### src/hw/rtl/spq_pkg.sv
// shared types and constants for the sorted priority queue
`default_nettype none
package spq_pkg;

    // default sizes
    localparam int DEPTH_DEF    = 16;
    localparam int KEY_BITS_DEF = 32;
    localparam int TAG_BITS_DEF = 16;
    localparam int CNT_BITS_DEF = $clog2(DEPTH_DEF + 1);

    // input beat operation
    localparam logic MODE_INSERT  = 1'b0;
    localparam logic MODE_EXTRACT = 1'b1;

    // result error codes
    typedef enum logic [1:0] {
        ERR_OK    = 2'd0,
        ERR_EMPTY = 2'd1,
        ERR_FULL  = 2'd2
    } t_err;

    // per-cycle control broadcast to every cell
    typedef struct packed {
        logic ins;            // insert accepted this cycle
        logic ext;            // extract accepted this cycle
        logic largest_first;  // service order
    } t_cell_ctl;

endpackage
`default_nettype wire

### src/hw/rtl/spq_if.sv
// handshake interfaces for the item, result and configuration channels
`default_nettype none
interface spq_in_if #(
    parameter int KEY_BITS = spq_pkg::KEY_BITS_DEF,
    parameter int TAG_BITS = spq_pkg::TAG_BITS_DEF
);
    logic                valid;
    logic                ready;
    logic                mode;
    logic [KEY_BITS-1:0] item_key;
    logic [TAG_BITS-1:0] item_tag;

    modport source (output valid, mode, item_key, item_tag, input ready);
    modport sink   (input valid, mode, item_key, item_tag, output ready);
endinterface

interface spq_out_if #(
    parameter int KEY_BITS = spq_pkg::KEY_BITS_DEF,
    parameter int TAG_BITS = spq_pkg::TAG_BITS_DEF,
    parameter int CNT_BITS = spq_pkg::CNT_BITS_DEF
);
    logic                valid;
    logic                ready;
    logic [KEY_BITS-1:0] out_key;
    logic [TAG_BITS-1:0] out_tag;
    logic                out_valid;
    logic [CNT_BITS-1:0] entry_count;
    logic                queue_empty;
    logic [1:0]          error_code;

    modport source (output valid, out_key, out_tag, out_valid, entry_count, queue_empty,
                    error_code, input ready);
    modport sink   (input valid, out_key, out_tag, out_valid, entry_count, queue_empty,
                    error_code, output ready);
endinterface

interface spq_cfg_if;
    logic valid;
    logic ready;
    logic largest_first;

    modport source (output valid, largest_first, input ready);
    modport sink   (input valid, largest_first, output ready);
endinterface
`default_nettype wire

### src/hw/rtl/sorted_priority_queue_top.sv
// sorted priority queue: a chain of compare-and-shift cells with a registered result
// the result beat is registered and presented in the cycle after the item beat is accepted
// throughput: one insert or extract per cycle; every cell compares and shifts at once
// a result held back by the sink blocks new items until the cycle it is taken
// reset: synchronous active low; clears the entry count, the result valid and
// largest_first; entry storage is not cleared and needs no clearing pass
`default_nettype none
module sorted_priority_queue_top #(
    parameter int DEPTH    = spq_pkg::DEPTH_DEF,
    parameter int KEY_BITS = spq_pkg::KEY_BITS_DEF,
    parameter int TAG_BITS = spq_pkg::TAG_BITS_DEF,
    parameter int CNT_BITS = $clog2(DEPTH + 1)
) (
    input  wire          i_clk,
    input  wire          i_rst_n,
    spq_cfg_if.sink      i_cfg,
    spq_in_if.sink       i_item,
    spq_out_if.source    o_res
);

    logic                r_largest_first;
    logic [CNT_BITS-1:0] r_count;
    logic [CNT_BITS-1:0] n_count;

    logic                r_out_valid;
    logic [KEY_BITS-1:0] r_out_key;
    logic [TAG_BITS-1:0] r_out_tag;
    logic                r_out_real;
    logic [CNT_BITS-1:0] r_out_count;
    spq_pkg::t_err       r_out_err;

    logic                accept;
    logic                is_full;
    logic                is_empty;
    spq_pkg::t_cell_ctl  ctl;
    spq_pkg::t_err       err;
    logic [KEY_BITS-1:0] res_key;
    logic [TAG_BITS-1:0] res_tag;
    logic                res_real;

    logic [DEPTH-1:0]    here;
    logic [KEY_BITS-1:0] cell_key [DEPTH];
    logic [TAG_BITS-1:0] cell_tag [DEPTH];

    // configuration register
    assign i_cfg.ready = 1'b1;
    always_ff @(posedge i_clk) begin
        if (!i_rst_n) begin
            r_largest_first <= 1'b0;
        end else if (i_cfg.valid) begin
            r_largest_first <= i_cfg.largest_first;
        end
    end

    // accept whenever the result register is free or draining
    assign i_item.ready = !r_out_valid || o_res.ready;
    assign accept       = i_item.valid && i_item.ready;
    assign is_full      = (r_count == CNT_BITS'(DEPTH));
    assign is_empty     = (r_count == '0);

    assign ctl.ins = accept && (i_item.mode == spq_pkg::MODE_INSERT) && !is_full;
    assign ctl.ext = accept && (i_item.mode == spq_pkg::MODE_EXTRACT) && !is_empty;
    assign ctl.largest_first = r_largest_first;

    // chain of cells
    for (genvar g = 0; g < DEPTH; g++) begin : g_cell
        logic                occ;
        logic                prev_here;
        logic [KEY_BITS-1:0] prev_key;
        logic [TAG_BITS-1:0] prev_tag;
        logic [KEY_BITS-1:0] next_key;
        logic [TAG_BITS-1:0] next_tag;

        assign occ = (r_count > CNT_BITS'(g));
        if (g == 0) begin : g_first
            assign prev_here = 1'b0;
            assign prev_key  = '0;
            assign prev_tag  = '0;
        end else begin : g_mid
            assign prev_here = here[g-1];
            assign prev_key  = cell_key[g-1];
            assign prev_tag  = cell_tag[g-1];
        end
        if (g == DEPTH - 1) begin : g_last
            assign next_key = '0;
            assign next_tag = '0;
        end else begin : g_inner
            assign next_key = cell_key[g+1];
            assign next_tag = cell_tag[g+1];
        end

        spq_cell #(
            .KEY_BITS (KEY_BITS),
            .TAG_BITS (TAG_BITS)
        ) u_cell (
            .i_clk       (i_clk),
            .i_ctl       (ctl),
            .i_occupied  (occ),
            .i_new_key   (i_item.item_key),
            .i_new_tag   (i_item.item_tag),
            .i_prev_here (prev_here),
            .i_prev_key  (prev_key),
            .i_prev_tag  (prev_tag),
            .i_next_key  (next_key),
            .i_next_tag  (next_tag),
            .o_here      (here[g]),
            .o_key       (cell_key[g]),
            .o_tag       (cell_tag[g])
        );
    end

    // result fields and next count
    always_comb begin
        n_count  = r_count;
        err      = spq_pkg::ERR_OK;
        res_key  = cell_key[0];
        res_tag  = cell_tag[0];
        res_real = 1'b1;
        if (i_item.mode == spq_pkg::MODE_EXTRACT) begin
            if (is_empty) begin
                err      = spq_pkg::ERR_EMPTY;
                res_key  = '0;
                res_tag  = '0;
                res_real = 1'b0;
            end else begin
                n_count = r_count - CNT_BITS'(1);
            end
        end else begin
            if (is_full) begin
                err = spq_pkg::ERR_FULL;
            end else begin
                n_count = r_count + CNT_BITS'(1);
                if (here[0]) begin
                    res_key = i_item.item_key;
                    res_tag = i_item.item_tag;
                end
            end
        end
    end

    // entry count
    always_ff @(posedge i_clk) begin
        if (!i_rst_n) begin
            r_count <= '0;
        end else if (accept) begin
            r_count <= n_count;
        end
    end

    // result register
    always_ff @(posedge i_clk) begin
        if (!i_rst_n) begin
            r_out_valid <= 1'b0;
        end else if (accept) begin
            r_out_valid <= 1'b1;
        end else if (o_res.ready) begin
            r_out_valid <= 1'b0;
        end
    end

    always_ff @(posedge i_clk) begin
        if (accept) begin
            r_out_key   <= res_key;
            r_out_tag   <= res_tag;
            r_out_real  <= res_real;
            r_out_count <= n_count;
            r_out_err   <= err;
        end
    end

    assign o_res.valid       = r_out_valid;
    assign o_res.out_key     = r_out_key;
    assign o_res.out_tag     = r_out_tag;
    assign o_res.out_valid   = r_out_real;
    assign o_res.entry_count = r_out_count;
    assign o_res.queue_empty = (r_out_count == '0);
    assign o_res.error_code  = r_out_err;

endmodule
`default_nettype wire

### src/hw/rtl/spq_cell.sv
// one cell of the sorted chain: holds one entry, compares and shifts
`default_nettype none
module spq_cell #(
    parameter int KEY_BITS = spq_pkg::KEY_BITS_DEF,
    parameter int TAG_BITS = spq_pkg::TAG_BITS_DEF
) (
    input  wire                   i_clk,
    input  wire spq_pkg::t_cell_ctl i_ctl,
    input  wire                   i_occupied,
    input  wire [KEY_BITS-1:0]    i_new_key,
    input  wire [TAG_BITS-1:0]    i_new_tag,
    input  wire                   i_prev_here,
    input  wire [KEY_BITS-1:0]    i_prev_key,
    input  wire [TAG_BITS-1:0]    i_prev_tag,
    input  wire [KEY_BITS-1:0]    i_next_key,
    input  wire [TAG_BITS-1:0]    i_next_tag,
    output logic                  o_here,
    output logic [KEY_BITS-1:0]   o_key,
    output logic [TAG_BITS-1:0]   o_tag
);

    logic [KEY_BITS-1:0] r_key;
    logic [TAG_BITS-1:0] r_tag;
    logic [KEY_BITS-1:0] n_key;
    logic [TAG_BITS-1:0] n_tag;
    logic                better;

    // new key goes strictly ahead of the stored one
    assign better = i_ctl.largest_first ? (i_new_key > r_key) : (i_new_key < r_key);
    // insert point lies here or in an earlier cell
    assign o_here = i_prev_here || !i_occupied || better;

    // keep, take the new entry, or take a neighbor's entry
    always_comb begin
        n_key = r_key;
        n_tag = r_tag;
        if (i_ctl.ext) begin
            n_key = i_next_key;
            n_tag = i_next_tag;
        end else if (i_ctl.ins) begin
            if (i_prev_here) begin
                n_key = i_prev_key;
                n_tag = i_prev_tag;
            end else if (o_here) begin
                n_key = i_new_key;
                n_tag = i_new_tag;
            end
        end
    end

    always_ff @(posedge i_clk) begin
        r_key <= n_key;
        r_tag <= n_tag;
    end

    assign o_key = r_key;
    assign o_tag = r_tag;

endmodule
`default_nettype wire

### src/flat_wrapper.sv
// flat-port wrapper written by rule: the top's interface ports become plain ports
module sorted_priority_queue_top_flat 
#(
    parameter int DEPTH    = spq_pkg::DEPTH_DEF,
    parameter int KEY_BITS = spq_pkg::KEY_BITS_DEF,
    parameter int TAG_BITS = spq_pkg::TAG_BITS_DEF,
    parameter int CNT_BITS = $clog2(DEPTH + 1)
)
  (i_clk, i_rst_n, i_cfg_valid, i_cfg_largest_first, i_cfg_ready, i_item_valid, i_item_mode, i_item_item_key, i_item_item_tag, i_item_ready, o_res_valid, o_res_out_key, o_res_out_tag, o_res_out_valid, o_res_entry_count, o_res_queue_empty, o_res_error_code, o_res_ready);
  spq_cfg_if i_cfg_i ();
  spq_in_if #(.KEY_BITS(KEY_BITS), .TAG_BITS(TAG_BITS)) i_item_i ();
  spq_out_if #(.KEY_BITS(KEY_BITS), .TAG_BITS(TAG_BITS), .CNT_BITS(CNT_BITS)) o_res_i ();
  input  wire i_clk;
  input  wire i_rst_n;
  input wire logic [$bits(i_cfg_i.valid)-1:0] i_cfg_valid;
  input wire logic [$bits(i_cfg_i.largest_first)-1:0] i_cfg_largest_first;
  output wire logic [$bits(i_cfg_i.ready)-1:0] i_cfg_ready;
  input wire logic [$bits(i_item_i.valid)-1:0] i_item_valid;
  input wire logic [$bits(i_item_i.mode)-1:0] i_item_mode;
  input wire logic [$bits(i_item_i.item_key)-1:0] i_item_item_key;
  input wire logic [$bits(i_item_i.item_tag)-1:0] i_item_item_tag;
  output wire logic [$bits(i_item_i.ready)-1:0] i_item_ready;
  output wire logic [$bits(o_res_i.valid)-1:0] o_res_valid;
  output wire logic [$bits(o_res_i.out_key)-1:0] o_res_out_key;
  output wire logic [$bits(o_res_i.out_tag)-1:0] o_res_out_tag;
  output wire logic [$bits(o_res_i.out_valid)-1:0] o_res_out_valid;
  output wire logic [$bits(o_res_i.entry_count)-1:0] o_res_entry_count;
  output wire logic [$bits(o_res_i.queue_empty)-1:0] o_res_queue_empty;
  output wire logic [$bits(o_res_i.error_code)-1:0] o_res_error_code;
  input wire logic [$bits(o_res_i.ready)-1:0] o_res_ready;
  assign i_cfg_i.valid = i_cfg_valid;
  assign i_cfg_i.largest_first = i_cfg_largest_first;
  assign i_cfg_ready = i_cfg_i.ready;
  assign i_item_i.valid = i_item_valid;
  assign i_item_i.mode = i_item_mode;
  assign i_item_i.item_key = i_item_item_key;
  assign i_item_i.item_tag = i_item_item_tag;
  assign i_item_ready = i_item_i.ready;
  assign o_res_valid = o_res_i.valid;
  assign o_res_out_key = o_res_i.out_key;
  assign o_res_out_tag = o_res_i.out_tag;
  assign o_res_out_valid = o_res_i.out_valid;
  assign o_res_entry_count = o_res_i.entry_count;
  assign o_res_queue_empty = o_res_i.queue_empty;
  assign o_res_error_code = o_res_i.error_code;
  assign o_res_i.ready = o_res_ready;
  sorted_priority_queue_top #(.DEPTH(DEPTH), .KEY_BITS(KEY_BITS), .TAG_BITS(TAG_BITS), .CNT_BITS(CNT_BITS)) u_core (.i_clk(i_clk), .i_rst_n(i_rst_n), .i_cfg(i_cfg_i), .i_item(i_item_i), .o_res(o_res_i));
endmodule
### config.mk
export PLATFORM = sky130hd
export DESIGN_NAME = sorted_priority_queue_top_flat
export DESIGN_NICKNAME = d
export VERILOG_FILES = /design/src/hw/rtl/spq_pkg.sv /design/src/hw/rtl/spq_if.sv /design/src/hw/rtl/sorted_priority_queue_top.sv /design/src/hw/rtl/spq_cell.sv /design/src/flat_wrapper.sv
export SDC_FILE = /design/constraint.sdc
export NUM_CORES = 2
export LEC_CHECK = 0
export BUFFER_PORTS_ARGS = -buffer_cell sky130_fd_sc_hd__buf_2
export CAP_MARGIN = 5
export CORE_ASPECT_RATIO = 0.5
export CORE_UTILIZATION = 28
export CTS_BUF_LIST = sky130_fd_sc_hd__clkbuf_4
export CTS_CLUSTER_SIZE = 12
export DETAILED_ROUTE_END_ITERATION = 8
export PLACE_DENSITY = 0.45
export SLEW_MARGIN = 20
export SYNTH_ARGS = -nofsm -noshare
export SYNTH_HDL_FRONTEND = slang
export SYNTH_SLANG_ARGS = --single-unit
### constraint.sdc
create_clock -name i_clk -period 11.4 [get_ports i_clk]
set_input_delay 1.14 -clock i_clk [delete_from_list [all_inputs] [get_ports i_clk]]
set_output_delay 1.14 -clock i_clk [all_outputs]
set_load 0.01 [all_outputs]
==> summary.txt <==
Die
  • Core ar.: 194300 µm²
  • Die ar.: 198600 µm²
  • Row count: 114
  • Initial Utilization: 28.36%
  • I/O pins: around 120
  • Die Ht: 315.7 µm
  • Die width: between 600 and 700 µm

Placement
  • Post-DP HPWL: 122.9 mm
  • PortBufs: 113
  • GP Congestion: between 0.8 and 0.9

STA
  • RSZ-0062 raised after global routing: false
  • Slew @ Worst Pin: 1.214 ns
  • Slew headroom: 18.43%
  • Final setup violation count: 0
  • Minimum clock period: 6.086 ns
  • Worst hold slack: 0.1710 ns
  • Fin crit share: 53.38%
  • Post-route setup TNS: 0 ns
  • Worst Clk Skew: between 0.06 and 0.07 ns
  • Max Freq: 164.3 MHz
  • Final max-slew violation count: 0
  • Fin. Hold Viols: 0

Clocking
  • Total CTS buffers: 230
  • Reg clk slew, reported paths: 0.07 ns
  • H-tree levels: 4
  • Clock Sinks: between 800 and 900
  • CTS tree: yes
  • Clock Path Buffers: 3
  • Root Driver: clkbuf_4
  • Post_cts resized: 0
  • Clk_lat worst skew: 1.31 ns

Final layout
  • # nets final: 6449
  • Filler cells: between 20000 and 25000
  • Most frequent cells in the layout: 776 x edfxtp_1, 735 x nand2_1, 581 x o21ai_0
  • Multi-input logic area: 27190 µm²
  • Util after Layout: 31.63%
  • Area Growth Syn to Fin: 11.53%
  • Register Area: approximately 24000 µm²
  • Most common cell after layout, fill and taps aside: edfxtp_1
  • Share of cells above drive strength 1: 10.34%

Synthesis
  • Synth Net Count: 6435
  • Synth Register Bits: between 800 and 900
  • Cell variety after synth: 66
  • Synth Warn #: 0
  • Mapped Cells: 5863
  • Share of the yosys chip area belonging to registers: 44.30%
  • Post-synth EDFFs: slightly below 800
  • Mapped Area: 55090 µm²
  • Post-synth ARST share: 0%
  • Primary FF master, synth: edfxtp_1
  • Synthesized area per cell: 9.397 µm²

Setup path
  • Worst Setup Start Kind: register
  • CP Capture Type: register
  • Crit Path Class: reg -> reg
  • WP data arrival: 7.08 ns
  • Critical Path RT: 12.39 ns
  • Crit-path max FO: 60
  • R2r worst-path depth: 12

Global routing
  • Largest net degree at the start of global routing: 255
  • Initial antenna violation count: 4
  • Number of global-route vias before repair: 45420
  • First-pass GRT wire length: ~270 mm
  • Tot GR Track Use: 17.43%
  • Total grt overflow: 0

Routing
  • Initial detailed-routing violation count: 3156
  • Drt first pass iters: 6
  • Residual DRC: 0
  • WL final: 177.9 mm
  • Via-to-Cell Ratio: between 5 and 6
  • DR WL/cell: a little over 20 µm
  • Vias: 44970
  • Antenna violation net count after detailed routing: 0

Power
  • Peak VDD IR: 0.08383 mV
  • Leakage: 24.23 nW
  • Power Density: 151.9 nW/µm²

Min path
  • Hold Crit Class: in -> reg
  • Hold path depth: 3

Run status
  • Outcome: finished clean

Job
  • Max Cap Violations: 0
## where the power goes
group          leakage [nW]  internal [mW]  switching (mW)
sequential             7.87           3.94           0.310
combinational          14.5          0.749            1.33
clock                  1.83           1.56            1.45
total                  24.2           6.24            3.09
## through the flow
step / power (mW) / area, µm² / setup slack, ns / cells
after floorplan: 5.632 / 55090 / 3.735 / 5863
after global placement: 6.373 / 58300 / 4.385 / 8254
after detailed placement: 6.394 / 58310 / 4.343 / 8254
after CTS: 9.454 / 61410 / 5.412 / 8672
after global routing: 9.914 / 61440 / 5.106 / 8679
final: 9.336 / 61440 / 5.314 / 8681
## final cells by class
type / instances / area share [%]
Clock buffer: 360 / 4.398
Clock inverter: 57 / 0.6333
Antenna cell: 9 / 0.03665
Sequential cell: 831 / 39.72
Inverter: 572 / 3.494
Multi-Input combinational cell: 4037 / 44.26
Tap cell: 2610 / 5.315
Timing Repair Buffer: 205 / 2.150
## critical path, stage by stage, from the launching register on
cell	delay (ns)
edfxtp_1	0.42
inv_1	0.08
ha_1	0.32
nand4_1	0.22
nor4_1	0.95
o31a_1	0.28
o31a_1	0.19
nand2_4	0.27
nor3_2	0.94
and4_4	0.82
buf_4	0.79
mux2i_1	0.26
o21ai_0	0.11
## synth_stat cells, types with 6 or more instances
cell         n  share of area, %
edfxtp_1   776                42
nand2_1    741               5.0
o21ai_0    583               5.3
inv_1      571               3.9
ha_1       517                12
mux2i_1    374               6.8
clkbuf_1   345               2.4
a21oi_1    310               2.8
nor2_1     251               1.7
nand3_1    230               2.1
o221ai_1   160               2.5
nand4_1    140               1.6
o211ai_1   121               1.6
nor4_1     116               1.3
a211oi_1    82               1.1
nor3_1      82              0.74
a31oi_1     61              0.69
dfxtp_1     55               2.0
o21ai_1     41              0.37
buf_1       40              0.27
buf_2       30              0.27
a21o_1      29              0.40
a21boi_0    15              0.20
nor2b_1     15              0.17
o21a_1      15              0.20
nand2b_1    14              0.16
o31a_1      10              0.16
a221o_1      8              0.15
and2_1       8             0.091
and3_1       8             0.091
and4_1       8              0.13
or3_1        8             0.091
a211o_1      7              0.11
a221oi_1     7              0.11
o31ai_1      7             0.095
a2111oi_0    6             0.095
o21bai_1     6             0.082
## flip-flops by register name, summed over array words and instances (netlist names)
register	cells
u_core.g_cell.u_cell.o_key	512
u_core.o_res.out_valid	1
u_core.o_res.out_tag	16
u_core.o_res.out_key	32
u_core.g_cell.u_cell.o_tag	256
u_core.r_count	5
u_core.o_res.entry_count	5
u_core.r_largest_first	1
u_core.o_res.valid	1
u_core.o_res.error_code	2
## routing by layer
layer / track usage, % / vias up / part of all wire [%]
li1: - / 21790 / -
met1: 24.01 / 22040 / 48
met2: 28.47 / 919 / 46
met3: 2.719 / 223 / 4.1
met4: 4.694 / 0 / 1.9
met5: 0 / - / 0
## final timing paths
path,start,endpoint,slack [ns]
max,u_core.g_cell[0].u_cell.o_key[31],u_core.g_cell[14].u_cell.o_tag[3],5.31
min,i_cfg_largest_first,u_core.r_largest_first,0.17
max reg2reg,u_core.g_cell[0].u_cell.o_key[31],u_core.g_cell[14].u_cell.o_tag[3],5.31
min reg2reg,u_core.g_cell[1].u_cell.o_tag[2],u_core.g_cell[0].u_cell.o_tag[2],0.54
## logic make-up after synthesis
| logic type | count (synthesis) | synth area share, % |
|---|---|---|
| simple gates | 1640 | 13.54 |
| buf+inv | 995 | 6.929 |
| mux | 376 | 6.836 |
| fa+ha+maj | 517 | 11.74 |
| xor+xnor | 3 | 0.04770 |
| compound gates | 1500 | 16.61 |
| flops | 831 | 44.30 |
| other cells | 1 | 0.006807 |
## repair_timing
item | in CTS | in global routing
endpoints found under the hold margin | 1 | 0
buffers inserted | 0 | 0
hold buffers | 1 | 0
No activity file was read; power rests on OpenSTA's default activity.
